## config.mk

```make
export PLATFORM = sky130hd
export DESIGN_NAME = adc_scan_sequencer_mv_core
export DESIGN_NICKNAME = d
export VERILOG_FILES = /design/src/design/asq_pkg.sv /design/src/design/adc_scan_sequencer_mv_core.sv /design/src/design/asq_mv_scale.sv
export SDC_FILE = /design/constraint.sdc
export NUM_CORES = 1
export LEC_CHECK = 0
export BUFFER_PORTS_ARGS = -buffer_cell sky130_fd_sc_hd__clkbuf_2
export CAP_MARGIN = 20
export CORE_ASPECT_RATIO = 0.6
export CORE_MARGIN = 4
export CORE_UTILIZATION = 50
export DETAILED_ROUTE_END_ITERATION = 10
export HOLD_SLACK_MARGIN = 0.1
export PLACE_DENSITY = 0.77
export SLEW_MARGIN = 5
export SYNTH_ARGS = -nofsm -noshare
export SYNTH_HDL_FRONTEND = slang
export SYNTH_SLANG_ARGS = --single-unit
```

## constraint.sdc

```tcl
create_clock -name clk -period 5.56 [get_ports clk]
set_clock_uncertainty 0.2 [all_clocks]
set_input_delay 0.278 -clock clk [delete_from_list [all_inputs] [get_ports clk]]
set_output_delay 0.278 -clock clk [all_outputs]
set_load 0.02 [all_outputs]
```

## src/design/asq_pkg.sv

```systemverilog
// ----------------------------------------------------------------------------
// asq_pkg: shared types and constants for the ADC scan sequencer
// Slot table geometry, sample scaling constants, request and result formats.
// ----------------------------------------------------------------------------
`default_nettype none

package asq_pkg;

  localparam int SLOTS         = 8;
  localparam int SAMPLE_BITS   = 12;
  localparam int MV_W          = 12;
  localparam int FULL_SCALE_MV = 3300;
  localparam int MAX_CODE      = (1 << SAMPLE_BITS) - 1;
  localparam int PROD_W        = SAMPLE_BITS + MV_W;

  localparam int SLOT_W  = 3;
  localparam int CHAN_W  = 5;
  localparam int CNT_W   = 4;
  localparam int MASK_W  = 8;
  localparam int MAP_W   = 40;

  // request operations
  localparam logic [1:0] OP_TICK = 2'd0;
  localparam logic [1:0] OP_EOC  = 2'd1;
  localparam logic [1:0] OP_READ = 2'd2;

  // configuration register indexes
  localparam logic [1:0] CFG_SLOT_COUNT  = 2'd0;
  localparam logic [1:0] CFG_ENABLE_MASK = 2'd1;
  localparam logic [1:0] CFG_CHANNEL_MAP = 2'd2;

  typedef struct packed {
    logic [1:0]             operation;
    logic [SAMPLE_BITS-1:0] sample;
    logic [SLOT_W-1:0]      read_slot;
  } in_item_t;

  typedef struct packed {
    logic              start_valid;
    logic [CHAN_W-1:0] start_channel;
    logic [SLOT_W-1:0] start_slot;
    logic              store_valid;
    logic [SLOT_W-1:0] store_slot;
    logic [MV_W-1:0]   value_mv;
    logic              pass_running;
  } out_item_t;

endpackage

`default_nettype wire

```

## src/design/adc_scan_sequencer_mv_core.sv

```systemverilog
// ----------------------------------------------------------------------------
// adc_scan_sequencer_mv_core: ADC regular channel scan sequencer
// Tick, end-of-conversion and read requests; one result per request.
// ----------------------------------------------------------------------------
// Path to out_valid: read and ignored requests go straight to the output stage;
//   a tick runs search steps first; end of conversion runs MUL and DIV, then
//   search steps while a pass runs. A step checks one slot or the end.
// Throughput: one request at a time; the next can be taken while out_valid is high.
// Reset (rst_n low, synchronous): control and configuration registers, pass state
//   and all stored millivolt values clear to zero.
`default_nettype none

module adc_scan_sequencer_mv_core
  import asq_pkg::*;
(
  input  wire logic            clk,
  input  wire logic            rst_n,
  // request channel
  input  wire logic            in_valid,
  output logic                 in_stall,
  input  wire in_item_t        in_data,
  // result channel
  output logic                 out_valid,
  input  wire logic            out_stall,
  output out_item_t            out_data,
  // configuration writes
  input  wire logic            cfg_valid,
  output logic                 cfg_ready,
  input  wire logic [1:0]      cfg_index,
  input  wire logic [MAP_W-1:0] cfg_data
);

  // sequencer states
  localparam logic [2:0] ST_IDLE   = 3'd0;
  localparam logic [2:0] ST_SEARCH = 3'd1;  // one slot per cycle
  localparam logic [2:0] ST_MUL    = 3'd2;  // scaler product register load
  localparam logic [2:0] ST_DIV    = 3'd3;  // divide-by-MAX_CODE correction, store
  localparam logic [2:0] ST_FIN    = 3'd4;  // hand result to output register

  logic [2:0]             state_r, state_nxt;
  logic [CNT_W-1:0]       slot_count_r;
  logic [MASK_W-1:0]      enable_mask_r;
  logic [MAP_W-1:0]       channel_map_r;

  logic [CNT_W-1:0]       scan_idx_r, scan_idx_nxt;
  logic [SLOT_W-1:0]      cur_slot_r, cur_slot_nxt;
  logic                   in_pass_r, in_pass_nxt;
  logic                   conv_r, conv_nxt;
  logic                   out_valid_r, out_valid_nxt;

  in_item_t               req_r;
  out_item_t              res_r, res_nxt;
  out_item_t              out_data_r;
  logic [MV_W-1:0]        last_mv_r [SLOTS];

  logic                   accept;
  logic                   out_free;
  logic [CNT_W-1:0]       active_n;
  logic                   slot_en;
  logic [CHAN_W-1:0]      slot_chan;
  logic [MV_W-1:0]        mv;
  logic                   mv_we;

  assign cfg_ready = 1'b1;
  assign in_stall  = (state_r != ST_IDLE);
  assign accept    = in_valid && !in_stall;
  assign out_free  = !out_valid_r || !out_stall;
  assign out_valid = out_valid_r;
  assign out_data  = out_data_r;

  // slot count clamps at the table size
  assign active_n  = (slot_count_r > CNT_W'(SLOTS)) ? CNT_W'(SLOTS) : slot_count_r;
  assign slot_en   = enable_mask_r[scan_idx_r[SLOT_W-1:0]];
  assign slot_chan = channel_map_r[CHAN_W*scan_idx_r[SLOT_W-1:0] +: CHAN_W];

  asq_mv_scale u_scale (
    .clk    (clk),
    .load   (state_r == ST_MUL),
    .sample (req_r.sample),
    .mv     (mv)
  );

  always_comb begin
    state_nxt     = state_r;
    scan_idx_nxt  = scan_idx_r;
    cur_slot_nxt  = cur_slot_r;
    in_pass_nxt   = in_pass_r;
    conv_nxt      = conv_r;
    out_valid_nxt = out_valid_r && out_stall;
    res_nxt       = res_r;
    mv_we         = 1'b0;

    case (state_r)
      ST_IDLE: begin
        if (accept) begin
          res_nxt   = '0;
          state_nxt = ST_FIN;
          case (in_data.operation)
            OP_TICK: begin
              // busy tick is dropped with an empty result
              if (!in_pass_r && !conv_r) begin
                scan_idx_nxt = '0;
                state_nxt    = ST_SEARCH;
              end
            end
            OP_EOC: begin
              state_nxt = ST_MUL;
            end
            OP_READ: begin
              if (32'(in_data.read_slot) < SLOTS) begin
                res_nxt.value_mv = last_mv_r[in_data.read_slot];
              end
            end
            default: begin
              state_nxt = ST_FIN;
            end
          endcase
        end
      end

      ST_MUL: begin
        state_nxt = ST_DIV;
      end

      ST_DIV: begin
        // stray completion still stores for the current slot
        mv_we               = 1'b1;
        res_nxt.store_valid = 1'b1;
        res_nxt.store_slot  = cur_slot_r;
        res_nxt.value_mv    = mv;
        conv_nxt            = 1'b0;
        if (in_pass_r) begin
          scan_idx_nxt = scan_idx_r + CNT_W'(1);
          state_nxt    = ST_SEARCH;
        end else begin
          state_nxt = ST_FIN;
        end
      end

      ST_SEARCH: begin
        if (scan_idx_r < active_n) begin
          if (slot_en) begin
            cur_slot_nxt          = scan_idx_r[SLOT_W-1:0];
            conv_nxt              = 1'b1;
            in_pass_nxt           = 1'b1;
            res_nxt.start_valid   = 1'b1;
            res_nxt.start_channel = slot_chan;
            res_nxt.start_slot    = scan_idx_r[SLOT_W-1:0];
            state_nxt             = ST_FIN;
          end else begin
            scan_idx_nxt = scan_idx_r + CNT_W'(1);
          end
        end else begin
          // nothing left: pass ends (or a tick never starts one)
          in_pass_nxt = 1'b0;
          state_nxt   = ST_FIN;
        end
      end

      ST_FIN: begin
        if (out_free) begin
          out_valid_nxt = 1'b1;
          state_nxt     = ST_IDLE;
        end
      end

      default: begin
        state_nxt = ST_IDLE;
      end
    endcase
  end

  always_ff @(posedge clk) begin
    if (!rst_n) begin
      state_r       <= ST_IDLE;
      scan_idx_r    <= '0;
      cur_slot_r    <= '0;
      in_pass_r     <= 1'b0;
      conv_r        <= 1'b0;
      out_valid_r   <= 1'b0;
      slot_count_r  <= '0;
      enable_mask_r <= '0;
      channel_map_r <= '0;
      for (int i = 0; i < SLOTS; i++) begin
        last_mv_r[i] <= '0;
      end
    end else begin
      state_r     <= state_nxt;
      scan_idx_r  <= scan_idx_nxt;
      cur_slot_r  <= cur_slot_nxt;
      in_pass_r   <= in_pass_nxt;
      conv_r      <= conv_nxt;
      out_valid_r <= out_valid_nxt;
      if (mv_we && (32'(cur_slot_r) < SLOTS)) begin
        last_mv_r[cur_slot_r] <= mv;
      end
      if (cfg_valid && cfg_ready) begin
        case (cfg_index)
          CFG_SLOT_COUNT:  slot_count_r  <= cfg_data[CNT_W-1:0];
          CFG_ENABLE_MASK: enable_mask_r <= cfg_data[MASK_W-1:0];
          CFG_CHANNEL_MAP: channel_map_r <= cfg_data;
          default: begin
          end
        endcase
      end
    end
  end

  // payload registers
  always_ff @(posedge clk) begin
    if (accept) begin
      req_r <= in_data;
    end
    res_r <= res_nxt;
    if (state_r == ST_FIN && out_free) begin
      // pass flag (lowest field) shows the state after the request
      out_data_r <= {res_r[$bits(out_item_t)-1:1], in_pass_r};
    end
  end

  // a conversion is only ever commanded inside a pass
  a_conv_in_pass: assert property (@(posedge clk) disable iff (!rst_n)
    conv_r |-> in_pass_r)
    else $error("conversion running outside a pass");

  a_start_in_pass: assert property (@(posedge clk) disable iff (!rst_n)
    (out_valid_r && out_data_r.start_valid) |-> out_data_r.pass_running)
    else $error("start commanded without a running pass");

  a_scan_bound: assert property (@(posedge clk) disable iff (!rst_n)
    (state_r == ST_SEARCH) |-> (scan_idx_r <= CNT_W'(SLOTS)))
    else $error("scan index ran past the slot table");

  a_mv_range: assert property (@(posedge clk) disable iff (!rst_n)
    (state_r == ST_DIV) |-> (mv <= MV_W'(FULL_SCALE_MV)))
    else $error("scaled value above full scale");

endmodule

`default_nettype wire

```

## src/design/asq_mv_scale.sv

```systemverilog
// ----------------------------------------------------------------------------
// asq_mv_scale: raw sample to millivolt scaler
// Registers sample*FULL_SCALE_MV, then divides by MAX_CODE with one
// shift-add and a single compare/increment correction.
// ----------------------------------------------------------------------------
`default_nettype none

module asq_mv_scale
  import asq_pkg::*;
(
  input  wire logic                   clk,
  input  wire logic                   load,
  input  wire logic [SAMPLE_BITS-1:0] sample,
  output logic      [MV_W-1:0]        mv
);

  logic [PROD_W-1:0]        prod_r;
  logic [MV_W-1:0]          quo0;
  logic [SAMPLE_BITS:0]     rem;

  always_ff @(posedge clk) begin
    if (load) begin
      prod_r <= PROD_W'(sample) * PROD_W'(FULL_SCALE_MV);
    end
  end

  // x = q0*2^N + lo = q0*(2^N-1) + (q0+lo); remainder stays below 2*MAX_CODE
  always_comb begin
    quo0 = prod_r[PROD_W-1 -: MV_W];
    rem  = {1'b0, prod_r[SAMPLE_BITS-1:0]} + (SAMPLE_BITS+1)'(quo0);
    if (rem >= (SAMPLE_BITS+1)'(MAX_CODE)) begin
      mv = quo0 + MV_W'(1);
    end else begin
      mv = quo0;
    end
  end

endmodule

`default_nettype wire
```

==> results of run 1 <==
[Yosys cell counts, drive strengths merged (9+ instances only)]
cell type  number  area (µm²)
mux4           36       810.8
clkbuf         35       131.4
a21o           13       97.59
buf            11       52.55
nor2          131       491.7
nand3          11       55.05
xnor2          16       140.1
dfxtp          65        1301
xor2           18       157.7
mux2i          36       360.4
edfxtp        181        5435
o311ai         10       87.58
o21ai          11       55.05
ha             90        1126
inv            57       214.0
fa             30       600.6
and3            9       56.30
nand2         118       442.9
o22ai          11       68.82
a21oi          76       417.9
[worst max-delay path: cells and delay by family, from the launching register on]
| family | cells | cell delay [ns] |
|---|---|---|
| xor gates and xnor gates | 2 | 0.26 |
| adders and majority gates | 6 | 2.61 |
| DFF | 1 | 0.47 |
| buffers and inverters | 2 | 0.10 |
| AOI/OAI and AO/OA | 7 | 1.33 |
[per-stage QoR]
step	power [mW]	hold slack, ns	std cells	util [%]
6_report	7.370	0.1707	1518	60.32
5_1_grt	7.951	0.2050	1518	60.32
4_1_cts	7.357	0.1444	1516	60.18
3_5_place_dp	5.672	0.2045	1413	54.57
3_3_place_gp	5.575	0.2016	1413	54.57
2_1_floorplan	4.938	0.1769	1042	-
[area by class of cell]
| cell class | instances | area share (%) |
|---|---|---|
| Clock buffer | 33 | 4.552 |
| Clock inverter | 9 | 0.6406 |
| Inverter | 57 | 1.441 |
| Multi-Input combinational cell | 693 | 37.74 |
| Sequential cell | 246 | 45.38 |
| Tap cell | 322 | 2.714 |
| Timing Repair Buffer | 158 | 7.535 |
[flip-flops by register name, indices dropped and copies added (netlist names)]
signal,count
last_mv_r,96
channel_map_r,40
out_data,26
res_r,25
u_scale.prod_r,22
req_r,12
enable_mask_r,8
scan_idx_r,4
slot_count_r,4
cur_slot_r,3
state_r,3
conv_r,1
in_pass_r,1
out_valid,1
[per-layer routing]
metal,vias to the layer above,routed length [µm],track usage [%]
met5,-,0,0
met4,0,479,4.156
met3,38,2632,6.098
met2,326,13090,31.73
met1,4177,13000,31.04
li1,4024,-,-
[cells in the final DEF (no fill, tap or decap), types with 3 or more instances in the layout]
master | synthesis | routed
mux4_2 | 36 | 36
dlygate4sd3_1 | 0 | 61
xor2_1 | 18 | 18
nand2b_1 | 5 | 5
nand3_1 | 11 | 11
a21o_1 | 13 | 13
xnor2_1 | 16 | 16
or2_2 | 5 | 5
o21ai_0 | 10 | 10
nand3b_1 | 3 | 3
inv_1 | 56 | 56
clkinv_2 | 0 | 3
clkbuf_1 | 35 | 6
nor2_1 | 131 | 131
o22ai_1 | 11 | 11
mux2i_1 | 36 | 36
a21oi_1 | 66 | 65
clkbuf_16 | 0 | 25
buf_4 | 1 | 5
nor2b_1 | 7 | 6
clkbuf_2 | 0 | 91
nand2_1 | 118 | 118
fa_1 | 30 | 30
o211ai_1 | 3 | 3
or3_1 | 3 | 3
edfxtp_1 | 181 | 181
a21oi_2 | 10 | 10
and2_1 | 7 | 7
a31oi_1 | 5 | 5
ha_1 | 90 | 90
and3_1 | 9 | 9
clkinv_1 | 0 | 3
nor3_1 | 6 | 6
o311ai_0 | 10 | 10
dfxtp_1 | 65 | 65
[power by group through the flow]
stage,combinational [mW],sequential [mW],clock (mW)
6_report,3.30,2.44,1.63
5_1_grt,3.77,2.46,1.72
3_3_place_gp,3.10,2.47,0
3_5_place_dp,3.19,2.48,0
4_1_cts,3.26,2.44,1.65
2_1_floorplan,2.48,2.46,0
[kinds of logic (layout without fill, tap and decap cells)]
group / count (synthesis) / in the layout / synth area share, %
DFF: 246 / 246 / 53.00
AOI/OAI and AO/OA: 150 / 150 / 7.876
other: 1 / 1 / 0.02951
xor gates and xnor gates: 34 / 34 / 2.343
and+or+nand+nor: 315 / 315 / 10.73
buffers and inverters: 103 / 257 / 3.131
adders and majority gates: 120 / 120 / 13.59
muxes: 73 / 73 / 9.303
[path summary, 6_finish.rpt]
kind,start,to,slack (ns),depth (start not counted)
worst min register to register,res_r[15],out_data[15],0.21,0
worst max register to register,req_r[4],u_scale.prod_r[23],0.35,17
worst min-delay path,in_valid,scan_idx_r[1],0.17,4
worst max-delay path,req_r[4],u_scale.prod_r[23],0.35,17
[timing repair]
action	4_1_cts	5_1_grt
setup buffers	0	1
gates resized for setup	0	2
endpoints found under the setup margin	0	2
endpoints found under the hold margin	68	0
hold buffers	61	0
==> reports/metrics.csv, run 1 <==
stage;metric;value;unit
route;DRT antenna net count;0;
cells_and_area;fraction of layout cells with a size suffix above 1;16.39;%
sta;final worst slack;0.3462;ns
pwr;Clk pwr share;22.1;%
pwr;Internal;4.661;mW
clock_tree;worst skew pair latency;0.52;ns
cells_and_area;fill count;1869;
sta;Max Slew Vio Count;0;
pwr;sw frac;36.76;%
route;final WL;29.21;mm
clock_tree;Clock Tree Root;clkbuf_16;
setup_path;Arrival @ worst endpoint;5.29;ns
pwr;NetSw;2.709;mW
placed_design;dpl ws;0.1811;ns
route;Via-to-Cell Ratio;5.642;
route;DRC violation count after routing;0;
clock_tree;clock slew at reported path FFs;0.06;ns
setup_path;CP Class;flop to flop;
floorplanning;Initial Util;51.65;%
sta;RSZ-0062 raised after global routing;no;
clock_tree;TritonCTS clock tree;yes;
sta;Worst-Margin Slew;1.031;ns
floorplanning;die height;131.5;µm
setup_path;CP Launch Type;flop;
sta;slew margin rel.;29.33;%
route;Avg WL per Cell;19.24;µm
route;DRT Pass-1 Iters;5;
cells_and_area;number of antenna diodes;0;
cells_and_area;Register Area;6736;µm²
sta;fmax;0.1918;GHz
sta;final setup fails;0;
sta;Final Hold Violating Endpoints;0;
floorplanning;core region area;24610;µm²
logic_synthesis;FF+latch count, synth;246;
logic_synthesis;Syn Inst Count;1042;
cells_and_area;area of the multi-input gates;5602;µm²
logic_synthesis;Primary FF master, synth;edfxtp_1;
pwr;Logic pwr share;44.7;%
pwr;register share of total power;33.2;%
logic_synthesis;EDFF count, synth;181;
hold_path;Hold Crit Class;input pin to flop;
global_route;first-pass GRT wire length;47.40;mm
floorplanning;Ports;93;
pwr;Pleak;6.040;nW
global_route;antenna violations before repair;0;
floorplanning;Die Span X;213.8;µm
pwr;P per Cell Area;496.5;nW/µm²
logic_synthesis;net count after synthesis;1226;
global_route;vias in the first global route;8759;
placed_design;Port Buf Inserts;91;
route;detailed-route via count;8565;
setup_path;Worst EP required;5.64;ns
logic_synthesis;Syn Std Cell Area;12710;µm²
global_route;GRT Residual Overflow;0;
sta;setup TNS;0;ns
clock_tree;Num CTS Buffers;24;
sta;Final period util;93.77;%
floorplanning;Die Footprint;28120;µm²
setup_path;CP cell instances;ha_1 > xor2_1 > ha_1 > fa_1 > fa_1 > inv_1 > fa_1 > inv_1 > ha_1 > o21a_1 > o21ai_0 > a31oi_1 > o31a_1 > a41oi_2 > a21oi_1 > a211oi_2 > xnor2_1;
logic_synthesis;sequential share of the synthesized area;53.00;%
route;Initial DRC Count;779;
logic_synthesis;Post-synth ARST share;0;%
clock_tree;number of H-tree levels;1;
logic_synthesis;Ys Warns;0;
clock_tree;clk sinks;246;
clock_tree;Clock Path Buffers;3;
placed_design;hpwl dp;19.88;mm
global_route;gr usage total;21.15;%
setup_path;Setup crit end kind;flop;
setup_path;peak fanout along the critical path;5;
sta;minimum clock period;5.214;ns
placed_design;dpl cell area;13430;µm²
run;max_cap viols;0;
setup_path;Critical Path Slowest Stage Cell;fa_1;
placed_design;Final Wtd Congestion;0.8999;
global_route;maximum number of pins on one net before global-route repair;65;
logic_synthesis;synth unique cells;61;
setup_path;CP peak stage delay;0.55;ns
floorplanning;FP Rows;44;
logic_synthesis;synthesized area per cell;12.20;µm²
cells_and_area;Final Cell Area;14840;µm²
pwr;Max VDD drop;0.4638;mV
cells_and_area;Layout area overhead;16.79;%
outcome;outcome;completed;
cells_and_area;fin nets;1364;
No activity file was read; power rests on OpenSTA's default activity.
==> inputs of run 2 (changes only) <==
CTS_BUF_LIST = sky130_fd_sc_hd__clkbuf_8   (was not set)
==> reports/metrics.csv, run 2 (synthesis gave the netlist of run 1 again) <==
stage;metric;value;unit;change
cells_and_area;area of the multi-input gates;5602;µm²;unchanged
route;DRT Pass-1 Iters;5;;unchanged
global_route;maximum number of pins on one net before global-route repair;65;;unchanged
global_route;vias in the first global route;8903;;+1.6%
sta;slew margin rel.;27.70;%;-1.6 points
cells_and_area;fin nets;1378;;+1.0%
global_route;first-pass GRT wire length;48.07;mm;+1.4%
floorplanning;Ports;93;;unchanged
setup_path;CP Class;flop to flop;;
route;detailed-route via count;8692;;+1.5%
cells_and_area;number of antenna diodes;0;;unchanged
floorplanning;Die Footprint;28120;µm²;unchanged
clock_tree;worst skew pair latency;0.56;ns;+0.04 ns
placed_design;Port Buf Inserts;91;;unchanged
pwr;Logic pwr share;46.3;%;+1.6 points
sta;setup TNS;0;ns;unchanged
placed_design;hpwl dp;19.88;mm;unchanged
placed_design;placed cells;1413;;unchanged
cells_and_area;most frequent cells in the layout;181 x edfxtp_1, 131 x nor2_1, 118 x nand2_1;;
cells_and_area;fraction of layout cells with a size suffix above 1;16.87;%;+0.48 points
setup_path;peak fanout along the critical path;5;;unchanged
route;Via-to-Cell Ratio;5.633;;-0.16%
setup_path;CP bufs+invs;2;;unchanged
global_route;gr usage total;21.63;%;+0.49 points
outcome;outcome;completed;;
clock_tree;Clock Tree Root;clkbuf_8;;
cells_and_area;Register Area;6736;µm²;unchanged
cells_and_area;fill count;1900;;+1.7%
route;DRT antenna net count;0;;unchanged
clock_tree;clk sinks;246;;unchanged
setup_path;CP cell instances;ha_1 > xor2_1 > ha_1 > fa_1 > fa_1 > inv_1 > fa_1 > inv_1 > ha_1 > o21a_1 > o21ai_0 > a31oi_1 > o31a_1 > a41oi_2 > a21oi_1 > a211oi_2 > xnor2_1;;
global_route;antenna violations before repair;0;;unchanged
run;max_cap viols;0;;unchanged
route;Initial DRC Count;817;;+4.9%
sta;Worst-Margin Slew;1.054;ns;+0.02381 ns
sta;Final period util;93.88;%;+0.11 points
cells_and_area;number of flip-flops in the largest register;96;;unchanged
clock_tree;Num CTS Buffers;37;;+54%
setup_path;CP Launch Type;flop;;
pwr;P per Cell Area;484.8;nW/µm²;-2.4%
route;Routed met2 length;13.26;mm;+1.3%
floorplanning;core region area;24610;µm²;unchanged
route;DRC violation count after routing;0;;unchanged
sta;Max Slew Vio Count;0;;unchanged
setup_path;CP peak stage delay;0.55;ns;about the same
setup_path;Worst EP required;5.67;ns;+0.03 ns
sta;Final Hold Violating Endpoints;0;;unchanged
sta;fmax;0.1916;GHz;-0.11%
pwr;NetSw;2.745;mW;+1.3%
cells_and_area;most common cell after layout, fill and taps aside;edfxtp_1;;
sta;minimum clock period;5.220;ns;+0.005988 ns
floorplanning;FP Rows;44;;unchanged
pwr;sw frac;38.39;%;+1.6 points
route;met3 wire length;2.602;mm;-1.1%
route;top routing layer used;met4;;
clock_tree;number of H-tree levels;2;;+1
cells_and_area;largest register by flop count;last_mv_r;;
setup_path;kind of cell adding the most delay to the critical path;adder cells;;
sta;final setup fails;0;;unchanged
clock_tree;clock slew at reported path FFs;0.07;ns;about the same
floorplanning;Initial Util;51.65;%;unchanged
floorplanning;die height;131.5;µm;unchanged
pwr;Clk pwr share;19.5;%;-2.6 points
pwr;Pleak;6.045;nW;about the same
cells_and_area;Layout area overhead;16.04;%;
route;DRT met1 WL;13.35;mm;+2.6%
pwr;register share of total power;34.2;%;+1.0 points
sta;RSZ-0062 raised after global routing;no;;
setup_path;Arrival @ worst endpoint;5.33;ns;+0.04 ns
pwr;Max VDD drop;0.4624;mV;-0.30%
setup_path;Setup crit end kind;flop;;
clock_tree;TritonCTS clock tree;yes;;
hold_path;Hold Crit Class;input pin to flop;;
clock_tree;Clock Path Buffers;3;;unchanged
cells_and_area;Non-Filler Instances;1543;;+1.6%
route;final WL;29.68;mm;+1.6%
global_route;GRT Residual Overflow;0;;unchanged
floorplanning;Die Span X;213.8;µm;unchanged
route;Avg WL per Cell;19.24;µm;about the same
setup_path;Critical Path Slowest Stage Cell;fa_1;;
pwr;Internal;4.405;mW;-5.5%
placed_design;Final Wtd Congestion;0.8999;;unchanged
==> run 2: worst register-to-register path, stage by stage, from the launching register on <==
cell and delay (ns):
edfxtp_1 0.47, ha_1 0.39, xor2_1 0.16, ha_1 0.30, fa_1 0.52, fa_1 0.55, inv_1 0.05, fa_1 0.50
inv_1 0.05, ha_1 0.35, o21a_1 0.13, o21ai_0 0.18, a31oi_1 0.09, o31a_1 0.31, a41oi_2 0.25, a21oi_1 0.15
a211oi_2 0.23, xnor2_1 0.10
==> run 2: worst paths after layout <==
check | start | to | slack [ns] | depth (start not counted)
worst max-delay path | req_r[4] | u_scale.prod_r[23] | 0.34 | 17
worst min-delay path | in_valid | scan_idx_r[1] | 0.15 | 4
worst max register to register | req_r[4] | u_scale.prod_r[23] | 0.34 | 17
worst min register to register | res_r[15] | out_data[15] | 0.20 | 0
==> run 2: what timing repair did <==
item	4_1_cts	5_1_grt
hold buffers	62	0
endpoints found under the setup margin	0	1
resized for setup	0	2
endpoints found under the hold margin	68	0
buffers inserted	0	1
==> run 2: routing by layer <==
layer,up-vias,GRT usage [%]
li1,4070,-
met1,4252,32.03
met2,332,32.27
met3,38,5.574
met4,0,4.973
met5,-,0
==> run 2: area by class of cell <==
| class | count | area share, % |
|---|---|---|
| Clock buffer | 38 | 3.546 |
| Clock inverter | 28 | 0.9587 |
| Inverter | 57 | 1.451 |
| Multi-Input combinational cell | 693 | 37.98 |
| Sequential cell | 246 | 45.68 |
| Tap cell | 322 | 2.732 |
| Timing Repair Buffer | 159 | 7.652 |
==> run 2: metrics by stage <==
step                hold slack (ns)  utilization, %  power (mW)  setup WS (ns)  cell area (µm²)
floorplan                    0.1769               -       4.938         0.6571            12710
global placement             0.2016           54.57       5.575         0.4218            13430
detailed placement           0.2045           54.57       5.672         0.1811            13430
CTS                          0.1180           59.79       7.124         0.1795            14710
global route                 0.2121           59.93       7.742        0.04929            14750
finish                       0.1520           59.93       7.150         0.3402            14750
==> run 2: power by group through the flow <==
stage	Clock (mW)	Combinational, mW	Sequential (mW)
5_1_grt	1.51	3.77	2.46
3_3_place_gp	0	3.10	2.47
3_5_place_dp	0	3.19	2.48
6_report	1.40	3.31	2.45
4_1_cts	1.42	3.26	2.44
2_1_floorplan	0	2.48	2.46
